===== src/design/necird_pkg.sv =====
// ----------------------------------------------------------------------------
// necird_pkg
// types, register indexes and threshold helpers of the nec ir frame decoder
// ----------------------------------------------------------------------------
package necird_pkg;

  localparam int unsigned DurW    = 15;
  localparam int unsigned NumRegs = 6;
  localparam int unsigned RegIdxW = 3;

  typedef enum logic [RegIdxW-1:0] {
    REG_HDR_MARK   = 3'd0,
    REG_HDR_SPACE  = 3'd1,
    REG_REP_SPACE  = 3'd2,
    REG_BIT_MARK   = 3'd3,
    REG_ZERO_SPACE = 3'd4,
    REG_ONE_SPACE  = 3'd5
  } reg_idx_e;

  typedef enum logic [1:0] {
    ST_INVALID = 2'd0,
    ST_VALID   = 2'd1,
    ST_REPEAT  = 2'd2
  } status_e;

  typedef struct packed {
    logic [DurW-1:0] mark_us;
    logic [DurW-1:0] space_us;
    logic            last_pair;
  } pair_t;

  typedef struct packed {
    status_e    frame_status;
    logic [7:0] address;
    logic [7:0] command;
  } result_t;

  // open window around a target: lo < d < hi
  typedef struct packed {
    logic [DurW-1:0] lo;
    logic [DurW:0]   hi;
  } thr_t;

  // which targets the current pair lies near
  typedef struct packed {
    logic hdr_mark;
    logic hdr_space;
    logic rep_space;
    logic bit_mark;
    logic zero_space;
    logic one_space;
  } match_t;

  localparam logic [DurW-1:0] RST_HDR_MARK   = 15'd9000;
  localparam logic [DurW-1:0] RST_HDR_SPACE  = 15'd4500;
  localparam logic [DurW-1:0] RST_REP_SPACE  = 15'd2250;
  localparam logic [DurW-1:0] RST_BIT_MARK   = 15'd560;
  localparam logic [DurW-1:0] RST_ZERO_SPACE = 15'd560;
  localparam logic [DurW-1:0] RST_ONE_SPACE  = 15'd1690;

  localparam int unsigned DataPairs = 32;
  localparam logic [7:0]  ByteOnes  = 8'hFF;

  // floor(3t/4) and floor(5t/4)
  function automatic thr_t thr_of(logic [DurW-1:0] t);
    logic [DurW+1:0] p3;
    logic [DurW+2:0] p5;
    thr_t            r;
    p3   = {1'b0, t, 1'b0} + {2'b00, t};
    p5   = {1'b0, t, 2'b00} + {3'b000, t};
    r.lo = p3[DurW+1:2];
    r.hi = p5[DurW+2:2];
    return r;
  endfunction

  function automatic logic is_near(logic [DurW-1:0] d, thr_t w);
    return (d > w.lo) && ({1'b0, d} < w.hi);
  endfunction

endpackage


===== src/design/necird_intf.sv =====
// ----------------------------------------------------------------------------
// necird channel interfaces
// valid/ready channels for pulse pairs and decoded results
// ----------------------------------------------------------------------------
interface necird_pair_if;
  logic                valid;
  logic                ready;
  necird_pkg::pair_t   payload;
  modport source (output valid, output payload, input ready);
  modport sink   (input valid, input payload, output ready);
endinterface

interface necird_result_if;
  logic                valid;
  logic                ready;
  necird_pkg::result_t payload;
  modport source (output valid, output payload, input ready);
  modport sink   (input valid, input payload, output ready);
endinterface


===== src/design/necird_cfg_regs.sv =====
// ----------------------------------------------------------------------------
// necird_cfg_regs
// target registers, kept as precomputed near windows
// ----------------------------------------------------------------------------
module necird_cfg_regs (
  input  logic                                  clk_i,
  input  logic                                  rst_ni,
  input  logic                                  cfg_we_i,
  input  logic [necird_pkg::RegIdxW-1:0]        cfg_idx_i,
  input  logic [necird_pkg::DurW-1:0]           cfg_data_i,
  output necird_pkg::thr_t [necird_pkg::NumRegs-1:0] thr_o
);
  import necird_pkg::*;

  thr_t [NumRegs-1:0] thr_q;

  always_ff @(posedge clk_i or negedge rst_ni) begin
    if (!rst_ni) begin
      thr_q[REG_HDR_MARK]   <= thr_of(RST_HDR_MARK);
      thr_q[REG_HDR_SPACE]  <= thr_of(RST_HDR_SPACE);
      thr_q[REG_REP_SPACE]  <= thr_of(RST_REP_SPACE);
      thr_q[REG_BIT_MARK]   <= thr_of(RST_BIT_MARK);
      thr_q[REG_ZERO_SPACE] <= thr_of(RST_ZERO_SPACE);
      thr_q[REG_ONE_SPACE]  <= thr_of(RST_ONE_SPACE);
    end else if (cfg_we_i && (cfg_idx_i <= REG_ONE_SPACE)) begin
      thr_q[cfg_idx_i] <= thr_of(cfg_data_i);
    end
  end

  assign thr_o = thr_q;

endmodule


===== src/design/necird_pair_match.sv =====
// ----------------------------------------------------------------------------
// necird_pair_match
// compares one registered pulse pair against all near windows
// ----------------------------------------------------------------------------
module necird_pair_match (
  input  necird_pkg::pair_t                          pair_i,
  input  necird_pkg::thr_t [necird_pkg::NumRegs-1:0] thr_i,
  output necird_pkg::match_t                         match_o
);
  import necird_pkg::*;

  always_comb begin
    match_o.hdr_mark   = is_near(pair_i.mark_us,  thr_i[REG_HDR_MARK]);
    match_o.hdr_space  = is_near(pair_i.space_us, thr_i[REG_HDR_SPACE]);
    match_o.rep_space  = is_near(pair_i.space_us, thr_i[REG_REP_SPACE]);
    match_o.bit_mark   = is_near(pair_i.mark_us,  thr_i[REG_BIT_MARK]);
    match_o.zero_space = is_near(pair_i.space_us, thr_i[REG_ZERO_SPACE]);
    match_o.one_space  = is_near(pair_i.space_us, thr_i[REG_ONE_SPACE]);
  end

endmodule


===== src/design/necird_frame.sv =====
// ----------------------------------------------------------------------------
// necird_frame
// frame state, bit collection and the result register
// ----------------------------------------------------------------------------
module necird_frame (
  input  logic               clk_i,
  input  logic               rst_ni,
  input  logic               pair_valid_i,
  input  necird_pkg::pair_t  pair_i,
  input  necird_pkg::match_t match_i,
  output logic               pair_take_o,
  necird_result_if.source    result_o
);
  import necird_pkg::*;

  logic [5:0]  pair_index_q, pair_index_d;
  logic [31:0] bit_word_q, bit_word_d;
  logic        frame_bad_q, frame_bad_d;
  logic        rep_seen_q, rep_seen_d;
  logic        res_valid_q;
  result_t     res_q, res_d;

  logic        is_hdr, is_data, out_free;
  logic [4:0]  bit_pos;
  logic [7:0]  cmd_byte, cmd_inv_byte;

  assign out_free    = !res_valid_q || result_o.ready;
  // a pair with no result never waits on the output side
  assign pair_take_o = pair_valid_i && (!pair_i.last_pair || out_free);

  assign is_hdr  = (pair_index_q == '0);
  assign is_data = !is_hdr && (pair_index_q <= 6'(DataPairs));
  assign bit_pos = 5'(pair_index_q - 6'd1);

  always_comb begin
    frame_bad_d = frame_bad_q;
    rep_seen_d  = rep_seen_q;
    bit_word_d  = bit_word_q;
    if (is_hdr) begin
      if (!(match_i.hdr_mark && match_i.hdr_space)) frame_bad_d = 1'b1;
      rep_seen_d = match_i.hdr_mark && match_i.rep_space;
    end else if (is_data) begin
      if (!match_i.bit_mark) begin
        frame_bad_d = 1'b1;
      end else if (match_i.one_space) begin
        bit_word_d[bit_pos] = 1'b1;
      end else if (!match_i.zero_space) begin
        frame_bad_d = 1'b1;
      end
    end
    pair_index_d = (pair_index_q == 6'h3F) ? pair_index_q : pair_index_q + 6'd1;

    cmd_byte     = bit_word_d[23:16];
    cmd_inv_byte = bit_word_d[31:24];
    res_d.frame_status = ST_INVALID;
    res_d.address      = '0;
    res_d.command      = '0;
    // at least 33 pairs means the current index is 32 or more
    if ((pair_index_q >= 6'(DataPairs)) && !frame_bad_d &&
        ((cmd_byte ^ cmd_inv_byte) == ByteOnes)) begin
      res_d.frame_status = ST_VALID;
      res_d.address      = bit_word_d[7:0];
      res_d.command      = cmd_byte;
    end else if (!is_hdr && rep_seen_d) begin
      res_d.frame_status = ST_REPEAT;
    end
  end

  always_ff @(posedge clk_i or negedge rst_ni) begin
    if (!rst_ni) begin
      pair_index_q <= '0;
      bit_word_q   <= '0;
      frame_bad_q  <= 1'b0;
      rep_seen_q   <= 1'b0;
    end else if (pair_take_o) begin
      if (pair_i.last_pair) begin
        pair_index_q <= '0;
        bit_word_q   <= '0;
        frame_bad_q  <= 1'b0;
        rep_seen_q   <= 1'b0;
      end else begin
        pair_index_q <= pair_index_d;
        bit_word_q   <= bit_word_d;
        frame_bad_q  <= frame_bad_d;
        rep_seen_q   <= rep_seen_d;
      end
    end
  end

  always_ff @(posedge clk_i or negedge rst_ni) begin
    if (!rst_ni) begin
      res_valid_q <= 1'b0;
    end else if (out_free) begin
      res_valid_q <= pair_take_o && pair_i.last_pair;
    end
  end

  always_ff @(posedge clk_i) begin
    if (out_free && pair_take_o && pair_i.last_pair) begin
      res_q <= res_d;
    end
  end

  assign result_o.valid   = res_valid_q;
  assign result_o.payload = res_q;

endmodule


===== src/design/nec_ir_frame_decoder_unit.sv =====
// ----------------------------------------------------------------------------
// nec_ir_frame_decoder_unit
// decodes nec infrared frames from measured mark/space pulse pairs
// ----------------------------------------------------------------------------
// One pulse pair per clock: a pair is caught in the input register, checked
// against the six near windows and folded into the frame state, and the pair
// that ends a frame loads the result register. The windows are worked out
// when a target register is written, which leaves two compares per target
// in the pair path. A stalled result holds back only last pairs; other pairs
// keep flowing in underneath it.
module nec_ir_frame_decoder_unit (
  input  logic                           clk_i,
  input  logic                           rst_ni,
  input  logic                           cfg_we_i,
  input  logic [necird_pkg::RegIdxW-1:0] cfg_idx_i,
  input  logic [necird_pkg::DurW-1:0]    cfg_data_i,
  necird_pair_if.sink                    pair_i,
  necird_result_if.source                result_o
);
  import necird_pkg::*;

  thr_t [NumRegs-1:0] thr;
  match_t             match;
  pair_t              pair_q;
  logic               pair_valid_q;
  logic               pair_take;

  assign pair_i.ready = !pair_valid_q || pair_take;

  always_ff @(posedge clk_i or negedge rst_ni) begin
    if (!rst_ni) begin
      pair_valid_q <= 1'b0;
    end else if (pair_i.ready) begin
      pair_valid_q <= pair_i.valid;
    end
  end

  always_ff @(posedge clk_i) begin
    if (pair_i.ready && pair_i.valid) begin
      pair_q <= pair_i.payload;
    end
  end

  necird_cfg_regs u_cfg (
    .clk_i      (clk_i),
    .rst_ni     (rst_ni),
    .cfg_we_i   (cfg_we_i),
    .cfg_idx_i  (cfg_idx_i),
    .cfg_data_i (cfg_data_i),
    .thr_o      (thr)
  );

  necird_pair_match u_match (
    .pair_i  (pair_q),
    .thr_i   (thr),
    .match_o (match)
  );

  necird_frame u_frame (
    .clk_i        (clk_i),
    .rst_ni       (rst_ni),
    .pair_valid_i (pair_valid_q),
    .pair_i       (pair_q),
    .match_i      (match),
    .pair_take_o  (pair_take),
    .result_o     (result_o)
  );

endmodule


===== src/flat_wrapper.sv =====
// flat-port wrapper written by rule: the top's interface ports become plain ports
module nec_ir_frame_decoder_unit_flat import necird_pkg::*;
  (clk_i, rst_ni, cfg_we_i, cfg_idx_i, cfg_data_i, pair_i_valid, pair_i_payload, pair_i_ready, result_o_valid, result_o_payload, result_o_ready);
  necird_pair_if pair_i_i ();
  necird_result_if result_o_i ();
  input  logic clk_i;
  input  logic rst_ni;
  input  logic cfg_we_i;
  input  logic [necird_pkg::RegIdxW-1:0] cfg_idx_i;
  input  logic [necird_pkg::DurW-1:0] cfg_data_i;
  input wire logic [$bits(pair_i_i.valid)-1:0] pair_i_valid;
  input wire logic [$bits(pair_i_i.payload)-1:0] pair_i_payload;
  output wire logic [$bits(pair_i_i.ready)-1:0] pair_i_ready;
  output wire logic [$bits(result_o_i.valid)-1:0] result_o_valid;
  output wire logic [$bits(result_o_i.payload)-1:0] result_o_payload;
  input wire logic [$bits(result_o_i.ready)-1:0] result_o_ready;
  assign pair_i_i.valid = pair_i_valid;
  assign pair_i_i.payload = pair_i_payload;
  assign pair_i_ready = pair_i_i.ready;
  assign result_o_valid = result_o_i.valid;
  assign result_o_payload = result_o_i.payload;
  assign result_o_i.ready = result_o_ready;
  nec_ir_frame_decoder_unit u_core (.clk_i(clk_i), .rst_ni(rst_ni), .cfg_we_i(cfg_we_i), .cfg_idx_i(cfg_idx_i), .cfg_data_i(cfg_data_i), .pair_i(pair_i_i), .result_o(result_o_i));
endmodule

===== config.mk =====
export PLATFORM = sky130hd
export DESIGN_NAME = nec_ir_frame_decoder_unit_flat
export DESIGN_NICKNAME = d
export VERILOG_FILES = /design/src/design/necird_pkg.sv /design/src/design/necird_intf.sv /design/src/design/necird_cfg_regs.sv /design/src/design/necird_pair_match.sv /design/src/design/necird_frame.sv /design/src/design/nec_ir_frame_decoder_unit.sv /design/src/flat_wrapper.sv
export SDC_FILE = /design/constraint.sdc
export NUM_CORES = 1
export LEC_CHECK = 0
export BUFFER_PORTS_ARGS = -buffer_cell sky130_fd_sc_hd__buf_4
export CORE_MARGIN = 5
export CORE_UTILIZATION = 40
export DETAILED_ROUTE_END_ITERATION = 8
export HOLD_SLACK_MARGIN = 0.02
export PLACE_DENSITY = 0.52
export REMOVE_ABC_BUFFERS = 1
export SKIP_CTS_REPAIR_TIMING = 1
export SLEW_MARGIN = 20
export SYNTH_ARGS = -nofsm -noshare
export SYNTH_HDL_FRONTEND = slang
export SYNTH_SLANG_ARGS = --single-unit

===== constraint.sdc =====
create_clock -name clk_i -period 3.6 [get_ports clk_i]
set_clock_uncertainty 0.2 [all_clocks]
set_input_delay 0.18 -clock clk_i [delete_from_list [all_inputs] [get_ports clk_i]]
set_output_delay 0.18 -clock clk_i [all_outputs]
set_load 0.02 [all_outputs]

# --- Word-level counts from Yosys, hierarchy flattened ---
# Cells that the tools add are included.
classes:
  mux: 22
  n_reduce_logical: 34
  n_eq_ne: 4
  addsub: 4
  order_cmp: 19
  n_bitwise: 2
op_table:
  columns: ["operator", "count"]
  rows:
  - ["$bwmux W186", 1]
  - ["$mux W32", 5]
  - ["$lt A15 B16 Y1", 6]
  - ["$demux W31 S3", 1]
  - ["$gt A15 B15 Y1", 6]
  - ["$or A32 B32 Y32", 1]
  - ["$mux W31", 1]
  - ["$logic_and A1 B1 Y1", 20]
  - ["$add A17 B15 Y18", 1]
  - ["$add A16 B15 Y17", 1]
  - ["$mux W6", 2]
  - ["$mux W1", 10]
  - ["$eq A8 B8 Y1 const B", 1]
  - ["$xor A8 B8 Y8", 1]
  - ["$add A6 B1 Y6 const B", 1]
  - ["$eq A6 B6 Y1 const B", 1]
  - ["$ge A6 B6 Y1 const B", 1]
  - ["$le A6 B6 Y1 const B", 1]
  - ["$logic_not A6 Y1", 1]
  - ["$lt A5 B6 Y1 const B", 1]
  - ["$reduce_bool A2 Y1", 3]
  - ["$demux W1 S5", 1]
  - ["$ge A5 B1 Y1 const B", 1]
  - ["$logic_not A1 Y1", 5]
  - ["9 further kinds", 12]
word_totals:
  word_cells: 110
  input_bits: 54
  ff_bits: 277

# --- Logic depth before layout (Yosys ltp) ---
# Gate-level depths: netlist of run 1.
depth:
  depth_word: 13
  mapped_depth: 12
  depth_no_buf: 11

# --- Cells and area by module ---
# From an unflattened synthesis of run 1, not the netlist that was laid out.
unflattened:
  cells_unflattened: 1701
  area_unflattened_um2: 16080.4
by_module_without_submodules:
  columns: ["module", "cells_per_inst", "area_per_inst_um2", "instances"]
  rows:
  - ["necird_cfg_regs", 768, 7976.4, 1]
  - ["necird_pair_match", 614, 4360.4, 1]
  - ["necird_frame", 284, 2758.9, 1]
  - ["nec_ir_frame_decoder_unit", 35, 984.7, 1]

# --- Worst setup path after synthesis of run 1 ---
# Ideal clock, no wire load.
synth_timing:
  path_type: "reg-to-reg"
  startpoint: "reg u_core.pair_q[3] (netlist name)"
  endpoint: "reg u_core.u_frame.res_q, in the netlist u_core.u_frame.result_o.payload[10], data pin"
  setup_slack_ns: 0.609
  t_arrival_ns: 2.640
  stages_incl_launch_ff: 11
  n_path_buf: 1
  setup_time_ns: 0.151
  t_required_ns: 3.249
  period_less_slack_ns: 2.991
  path_cell_list: "edfxtp_1 > ha_1 > a21o_1 > a31oi_1 > o21ai_0 > a2111oi_0 > o41ai_1 > o31ai_1 > nand3b_1 > clkbuf_1 > nor3_2"
synth_via:
  elab_chain_cells: 10
  word_cells_on_any_way: 25
  cone_classes: "order compare: 6; eq/ne: 1; mux: 10; bitwise: 1; reduce/logical: 7"
synth_rtl:
  columns: ["item", "line_no", "rtl"]
  rows:
  - ["start: declaration", "nec_ir_frame_decoder_unit.sv:24", "pair_t pair_q;"]
  - ["start signal: assignment", "nec_ir_frame_decoder_unit.sv:40", "pair_q <= pair_i.payload;"]
  - ["branches (longest 10 deep; another with $lt A15 B16 Y1)", null, null]
  - ["end signal: assignment", "necird_frame.sv:100", "res_q <= res_d;"]
  - ["end: declaration", "necird_frame.sv:21", "result_t res_q, res_d;"]
# Parallel ways; which one is timed is not known. The select of a mux whose other input is x is not followed.
# A chain may end at the register's enable or synchronous reset.

# --- Worst setup path in the final report of run 1 ---
layout_timing:
  startpoint: "reg u_core.pair_q[4] (netlist name)"
  endpoint: "reg u_core.u_frame.res_q, in the netlist u_core.u_frame.result_o.payload[0], data pin"
# The elaborated chain is that of the path after synthesis.

==> results of run 1 <==
## cell usage in the layout, fill, tap and decap left out, types with 49 or more instances in the layout
cell type,instances
a21oi_1,70
buf_4,132
dfrtp_1,142
dfstp_2,78
edfxtp_1,49
ha_1,206
inv_1,185
nand2_1,221
nor2_1,69
o21ai_0,216
## cell families after synthesis
family / after synthesis / synth area share, %
and+or+nand+nor: 451 / 13.5
muxes: 15 / 0.999
DFF: 269 / 44.5
xor gates and xnor gates: 29 / 1.64
AOI/OAI and AO/OA: 458 / 17.2
adders and majority gates: 208 / 16.5
buffers and inverters: 238 / 5.78
## critical path, stage by stage (launching register included)
cell      delay (ps)
edfxtp_1         580
ha_1             360
nand4_1          100
nor4_1            80
buf_4            140
a221o_1          330
a31oi_2          300
nand4_1          290
mux2i_2          300
nand4b_4         140
buf_12           180
nor3_1           190
## per-layer routing
metal	GRT usage, %	wire length [um]	part of all wire (%)	up-vias
met4	5.72	1180	2.7	0
met2	32.5	20400	46	212
li1	-	-	-	6195
met3	2.35	1760	4.0	66
met1	28.0	20500	47	5826
met5	0	0	0	-
## sequential cells by signal (all words and copies together), names as in the netlist
register	count
u_core.u_frame.pair_index_q	6
u_core.u_frame.bit_word_q	24
u_core.u_frame.rep_seen_q	1
u_core.pair_q	31
u_core.u_frame.result_o.payload	18
u_core.u_frame.frame_bad_q	1
u_core.u_frame.result_o.valid	1
u_core.pair_valid_q	1
u_core.u_cfg.thr_o	186
## area by class of cell
cell class                 instances  area [um2]
clock inverter                    19         214
tap                              525         657
inverter                         186         698
clock buffer                      38         842
timing repair buffer             173        1450
multi-input combinational       1161        7960
fill                            3780       20700
sequential                       269        7070
## how the worst max path moves through the flow
stage                                  startpoint                                                end  cells past startpoint
3_3_place_gp           u_core.pair_q[3]$_DFFE_PP_   u_core.u_frame.result_o.payload[5]$_SDFFCE_PN0P_                     10
4_1_cts                u_core.pair_q[3]$_DFFE_PP_   u_core.u_frame.result_o.payload[6]$_SDFFCE_PN0P_                     10
3_5_place_dp           u_core.pair_q[3]$_DFFE_PP_   u_core.u_frame.result_o.payload[0]$_SDFFCE_PN0P_                     10
5_1_grt        u_core.u_cfg.thr_o[98]$_DFFE_PN1P_   u_core.u_frame.result_o.payload[0]$_SDFFCE_PN0P_                     11
2_1_floorplan         u_core.pair_q[14]$_DFFE_PP_  u_core.u_frame.result_o.payload[10]$_SDFFCE_PN0P_                      9
6_report               u_core.pair_q[4]$_DFFE_PP_   u_core.u_frame.result_o.payload[0]$_SDFFCE_PN0P_                     11
## cells in the mapped netlist, types with 24 or more instances
| cell type | n |
|---|---|
| nand2_1 | 224 |
| a31oi_1 | 41 |
| dfrtp_1 | 142 |
| clkbuf_1 | 44 |
| nand4_1 | 24 |
| ha_1 | 206 |
| edfxtp_1 | 49 |
| a21oi_1 | 70 |
| nor2_1 | 69 |
| inv_1 | 185 |
| dfstp_2 | 78 |
| nand3_1 | 26 |
| nor3_1 | 26 |
| o21ai_0 | 216 |
| a21o_1 | 32 |
## power groups by stage
stage / Sequential [uW] / Combinational [uW] / Clock [uW]
2_1_floorplan: 4130 / 1920 / 0
4_1_cts: 4170 / 2980 / 3370
6_report: 4170 / 3000 / 3280
3_5_place_dp: 4220 / 2970 / 0
3_3_place_gp: 4200 / 2910 / 0
5_1_grt: 4240 / 3440 / 3480
## through the flow
| stage | hold WS (ps) | util [%] |
|---|---|---|
| detailed placement | 121 | 43.9 |
| global route | 93.0 | 47.8 |
| CTS | -500 | 46.6 |
| floorplan | -316 | - |
| finish | 28.6 | 47.8 |
| global placement | 106 | 43.9 |
==> results.toml, run 1 <==
[sta]
fin_setup_tns_ps = 0
fmax_ghz = 0.295
finalSetupViolations = 0
hold_viol_final = 0
min_period_ps = 3400
maxSlewViolCount = 0
rsz0062_at_grt = "no"
setup_ws_ps = 204
final.period_utilization_pct = 94.3
worst_slew_pin_slew_ps = 931
slew_headroom_pct = 37.8

[clocking]
cts.sinks = 269
clk_root_buffer_cell = "clkbuf_16"
htree_num_levels = 1
clk_pin_slew_ps = 60
clk_latency_ps = 570
cts_tree = "built"
cts-buffers-inserted = 31
cts_buffer_depth = 3

[layout]
syn_to_final_growth_pct = 18.8
fin_nets = 2084
drive_gt1_share_pct = 16.1
final_cells = 2371
diodes = 0
final_area_mm2 = 0.0189

[setup_path]
critPathCaptureType = "flip-flop"
path_class = "flip-flop to flip-flop"
crit_fanout = 17
r2r-end = "u_core.u_frame.result_o.payload[0]$_SDFFCE_PN0P_"
crit_arrival_ps = 3590
cp-start-kind = "flip-flop"
rrSetupSlack_ps = 200
required_ps = 3790
rr_worst_depth = 11
reg2reg_from = "u_core.pair_q[4]$_DFFE_PP_"

[yosys]
seq_area_frac_synth_pct = 44.5
synth_area_leaders = "dfrtp_1, ha_1, dfstp_2"
ys_ff_latch = 269
synth_edf_count = 49
synth_warnings = 0
yosys.cell_types.count = 76
synth_cells = 1668
synth_area_mm2 = 0.0159
avgSynthCellArea_um2 = 9.54
synth_flop_cell = "dfrtp_1"
yosys.area.top_type = "dfrtp_1"
async_flop_share_pct = 81.8
synth_top_area_share_pct = 22.3

[placement]
port_buffers = 73
pre_cts_ws_ps = 179
gp_congestion = 0.895
dpl.cell_count = 2266
dpl.hpwl_um = 32600
dpl-instance-area_mm2 = 0.0174

[power]
p_sw_share_pct = 32.6
power.leakage_uw = 0.00876
seqPwrFrac_pct = 39.9
power.density_mw_per_mm2 = 553
p_total_uw = 10400
power_frac_comb_pct = 28.7
peakVddDrop_uv = 348
clkPwrFrac_pct = 31.4
p_int_uw = 7040
p_sw_uw = 3400

[floorplan]
core_area_mm2 = 0.0395
num_rows = 73
dieArea_mm2 = 0.0439
start_util_pct = 40.2
pin_count = 74
dieWidth_um = 209
die_h_um = 209

[routing]
ant_nets = 0
drc = 0
drtPass1Iterations = 5
avgViaCountPerCell = 5.19
wl_per_cell_um = 18.5
drtIter0Drc = 563
drt_wl_total_um = 43800
vias = 12300

[status]
status = "finished, final reports clean"

[job]
maxCapViolations = 0

[global_routing]
grt_max_degree = 105
antenna_found_initial = 1
grt_pass1_vias = 12000
grt_pass1_wl_um = 69300
overflow = 0
track_usage_pct = 19.9

[hold_path]
hold_class = "input pin to async pin"
No activity file was read; power rests on OpenSTA's default activity.
==> run 2: changes to the inputs <==
==> constraint.sdc (replaced) <==
create_clock -name clk_i -period 3.6 [get_ports clk_i]
set_clock_uncertainty 0.2 [all_clocks]
set_input_delay 0 -clock clk_i [delete_from_list [all_inputs] [get_ports clk_i]]
set_output_delay 0 -clock clk_i [all_outputs]
set_load 0.02 [all_outputs]
==> results.toml, run 2 (same netlist as run 1, synthesis figures left out) <==
[status]
status = "finished, violations left"
violations = "hold timing"

[placement]
port_buffers = 73
dpl-instance-area_mm2 = 0.0173
dpl.hpwl_um = 32400
gp_congestion = 0.863

[power]
power.density_mw_per_mm2 = 551
p_sw_uw = 3460
p_int_uw = 7110
peakVddDrop_uv = 269
seqPwrFrac_pct = 39.4
power_frac_comb_pct = 28.7
p_sw_share_pct = 32.8
clkPwrFrac_pct = 31.9
power.leakage_uw = 0.00887

[clocking]
clk_pin_slew_ps = 60
cts-buffers-inserted = 34
clk_latency_ps = 530
cts_buffer_depth = 3
htree_num_levels = 2
cts_tree = "built"
clk_root_buffer_cell = "clkbuf_16"
cts.sinks = 269

[setup_path]
rr_worst_depth = 10
path_class = "flip-flop to flip-flop"
crit_fanout = 17
reg2reg_from = "u_core.pair_q[3]$_DFFE_PP_"
endpoint = "u_core.u_frame.result_o.payload[0]$_SDFFCE_PN0P_"
r2r-end = "u_core.u_frame.result_o.payload[0]$_SDFFCE_PN0P_"
cp-start-kind = "flip-flop"
crit_start = "u_core.pair_q[3]$_DFFE_PP_"
crit_arrival_ps = 3510
rrSetupSlack_ps = 240
required_ps = 3750
critPathCaptureType = "flip-flop"

[layout]
drive_gt1_share_pct = 15.8
largest_register_ffs = 186
syn_to_final_growth_pct = 20.7
fin_nets = 2110
final_area_mm2 = 0.0192
layout_commonest_cell = "nand2_1"
postLayoutCoreUtil_pct = 48.5
fill_cells = 3759
diodes = 0
final_cell_mix = "nand2_1, o21ai_0, ha_1"
final-seq-area_mm2 = 0.00707
multiInputGateArea_mm2 = 0.00797

[routing]
drtIter0Drc = 668
drt_wl_total_um = 44300
drc = 0
wl_per_cell_um = 18.5
ant_nets = 0
vias = 12500
drtPass1Iterations = 5
avgViaCountPerCell = 5.19

[global_routing]
use_met1_pct = 27.7
busiest_layer = "met2"
grt_max_degree = 115
overflow = 0
grt_pass1_vias = 12100
antenna_found_initial = 1
use_met2_pct = 33.1
track_usage_pct = 19.9
met3_usage_pct = 2.47
grt_pass1_wl_um = 69400

[sta]
fin_setup_tns_ps = 0
rsz0062_at_grt = "no"
final.period_utilization_pct = 93.5
worst_slew_pin_slew_ps = 928
slew_headroom_pct = 38.2
finalSetupViolations = 0
hold_viol_final = 31
maxSlewViolCount = 0
holdWs_ps = -63.7
fmax_ghz = 0.297
min_period_ps = 3360

[floorplan]
num_rows = 73
dieWidth_um = 209
core_area_mm2 = 0.0395
dieArea_mm2 = 0.0439
pin_count = 74
die_h_um = 209
start_util_pct = 40.2

[hold_path]
hold_class = "input pin to async pin"

[job]
maxCapViolations = 0
[run 2: area by class of cell]
type	count	area share (%)
flip-flops and latches	269	36.8
multi-input cells	1161	41.5
inverters	186	3.64
well taps	525	3.42
clock buffers	51	5.13
repair buffers	196	8.82
clock inverters	11	0.626
[run 2: power by group through the flow]
stage / registers (uW) / clock network [uW] / logic [uW]
5_1_grt: 4240 / 3570 / 3500
6_report: 4160 / 3370 / 3040
3_5_place_dp: 4220 / 0 / 2980
2_1_floorplan: 4130 / 0 / 1920
4_1_cts: 4170 / 3460 / 2990
3_3_place_gp: 4200 / 0 / 2910
[run 2: worst max-delay path, stage by stage (launching register included)]
cell and delay, ps:
edfxtp_1 530, ha_1 370, a21o_1 180, a31oi_1 150, o21ai_0 210, a2111oi_1 490
o41ai_1 160, o31ai_1 250, nand3b_1 220, buf_12 220, nor3_1 210
[run 2: routing by layer]
layer / part of all wire (%) / wire, um
met3: 3.4 / 1520
met1: 47 / 20700
met5: 0 / 0
met4: 2.6 / 1150
met2: 47 / 21000
[run 2: through the flow]
step,power [uW],worst slack [ps],cells
final,10600,236,2399
after global routing,11300,54.2,2399
after CTS,10600,139,2324
after detailed placement,7190,164,2262
after global placement,7120,281,2262
after floorplan,6050,69.7,1616
[run 2: how the worst min path moves through the flow]
stage                  startpoint                                   endpoint
2_1_floorplan              rst_ni            u_core.pair_valid_q$_DFFE_PN0N_
3_3_place_gp               rst_ni  u_core.u_frame.result_o.valid$_DFFE_PN0P_
3_5_place_dp               rst_ni  u_core.u_frame.result_o.valid$_DFFE_PN0P_
4_1_cts                    rst_ni            u_core.pair_valid_q$_DFFE_PN0N_
5_1_grt        pair_i_payload[11]                u_core.pair_q[11]$_DFFE_PP_
6_report                   rst_ni            u_core.pair_valid_q$_DFFE_PN0N_
==> run 3: changes to the inputs <==
CTS_BUF_LIST = sky130_fd_sc_hd__clkbuf_16   (was unset)
==> results.toml, run 3 (same netlist as run 1, synthesis figures left out) <==
[global_routing]
grt_max_degree = 115
grt_pass1_wl_um = 69500
antenna_found_initial = 1
grt_pass1_vias = 12100
overflow = 0
track_usage_pct = 19.9

[routing]
drtPass1Iterations = 5
ant_nets = 0
wl_per_cell_um = 18.5
drtIter0Drc = 635
drc = 0
vias = 12400
avgViaCountPerCell = 5.18
drt_wl_total_um = 44200

[layout]
drive_gt1_share_pct = 15.4
final_cell_mix = "nand2_1, o21ai_0, ha_1"
fin_nets = 2108
postLayoutCoreUtil_pct = 48.3
diodes = 0
syn_to_final_growth_pct = 20.1
final_area_mm2 = 0.0191
layout_commonest_cell = "nand2_1"
largest_register_ffs = 186

[sta]
fmax_ghz = 0.298
holdWs_ps = -39.9
rsz0062_at_grt = "no"
setup_ws_ps = 239
finalSetupViolations = 0
hold_viol_final = 23
min_period_ps = 3360
maxSlewViolCount = 0
slew_headroom_pct = 36.7
fin_setup_tns_ps = 0
final.period_utilization_pct = 93.4
worst_slew_pin_slew_ps = 950

[setup_path]
path_class = "flip-flop to flip-flop"
path_depth = 10
cp-start-kind = "flip-flop"
crit_fanout = 17
crit_start = "u_core.pair_q[3]$_DFFE_PP_"
path_buf_inv = 1
rr_worst_depth = 10
reg2reg_from = "u_core.pair_q[3]$_DFFE_PP_"
r2r-end = "u_core.u_frame.result_o.payload[0]$_SDFFCE_PN0P_"
critPathTopFamily = "compound AO/OA/AOI/OAI gates"
critPathCaptureType = "flip-flop"
path_cells = "ha_1 -> a21o_1 -> a31oi_1 -> o21ai_0 -> a2111oi_1 -> o41ai_1 -> o31ai_1 -> nand3b_1 -> buf_12 -> nor3_1"
worst_path_largest_cell_delay_ps = 530
crit_arrival_ps = 3510
rrSetupSlack_ps = 240
critPathSlowestCell = "edfxtp_1"
endpoint = "u_core.u_frame.result_o.payload[0]$_SDFFCE_PN0P_"
required_ps = 3750

[floorplan]
start_util_pct = 40.2
pin_count = 74
dieWidth_um = 209
num_rows = 73
dieArea_mm2 = 0.0439
die_h_um = 209
core_area_mm2 = 0.0395

[placement]
dpl.hpwl_um = 32400
dpl-instance-area_mm2 = 0.0173
pre_cts_ws_ps = 164
port_buffers = 73
gp_congestion = 0.863

[power]
power.density_mw_per_mm2 = 544
peakVddDrop_uv = 270
power.leakage_uw = 0.00886

[clocking]
clk_root_buffer_cell = "clkbuf_16"
cts_tree = "built"
htree_num_levels = 2
cts.sinks = 269
clk_pin_slew_ps = 60
cts_buffer_depth = 3
clk_latency_ps = 530
cts-buffers-inserted = 34

[status]
status = "finished, violations left"
violations = "hold timing"

[hold_path]
hold_class = "input pin to async pin"

[job]
maxCapViolations = 0
run 3: cell count changes in the layout (fill, tap and decap cells not counted):
cell | before | now
inv_1 | 185 | 195
clkinv_1 | 3 | 10
clkbuf_8 | 7 | 0
clkbuf_1 | 10 | 0
dlygate4sd3_1 | 66 | 64
run 3: metrics by stage:
step	hold WS [ps]	power [uW]	cells
after global routing	8.73	11100	2397
after CTS	-598	10400	2324
final	-39.9	10400	2397
after detailed placement	-42.6	7190	2262
after floorplan	-496	6050	1616
after global placement	-47.2	7120	2262
run 3: layer usage:
metal,GRT usage [%],part of all wire [%],wire length (um),vias to the layer above
met2,33.2,47,20900,209
met4,5.11,2.5,1100,0
li1,-,-,-,6246
met3,2.50,3.4,1530,55
met5,0,0,0,-
met1,27.7,47,20700,5916
run 3: cell type report:
class | instances | area, um2
Clock buffer | 34 | 851
Clock inverter | 28 | 184
Fill cell | 3773 | 20400
Inverter | 186 | 698
Multi-Input combinational cell | 1161 | 7970
Sequential cell | 269 | 7070
Tap cell | 525 | 657
Timing Repair Buffer | 194 | 1670
run 3: worst min-delay path by stage:
stage                       startpoint                                         to  cells after the start
floorplan                       rst_ni            u_core.pair_valid_q$_DFFE_PN0N_                      0
global route        pair_i_payload[11]                u_core.pair_q[11]$_DFFE_PP_                      2
global placement                rst_ni  u_core.u_frame.result_o.valid$_DFFE_PN0P_                      1
detailed placement              rst_ni  u_core.u_frame.result_o.valid$_DFFE_PN0P_                      1
finish                          rst_ni        u_core.u_cfg.thr_o[108]$_DFFE_PN0P_                      2
CTS                             rst_ni            u_core.pair_valid_q$_DFFE_PN0N_                      1
run 3: worst reg2reg max path, stage by stage (launching register included):
cell and delay (ps):
edfxtp_1 530, ha_1 370, a21o_1 180, a31oi_1 160, o21ai_0 210, a2111oi_1 490, o41ai_1 150, o31ai_1 250
nand3b_1 220, buf_12 220, nor3_1 210
run 3: where the power goes:
| part | total (uW) | internal, uW | switching [uW] |
|---|---|---|---|
| combinational | 3030 | 1230 | 1800 |
| sequential | 4160 | 3830 | 331 |
| clock | 3190 | 1860 | 1330 |
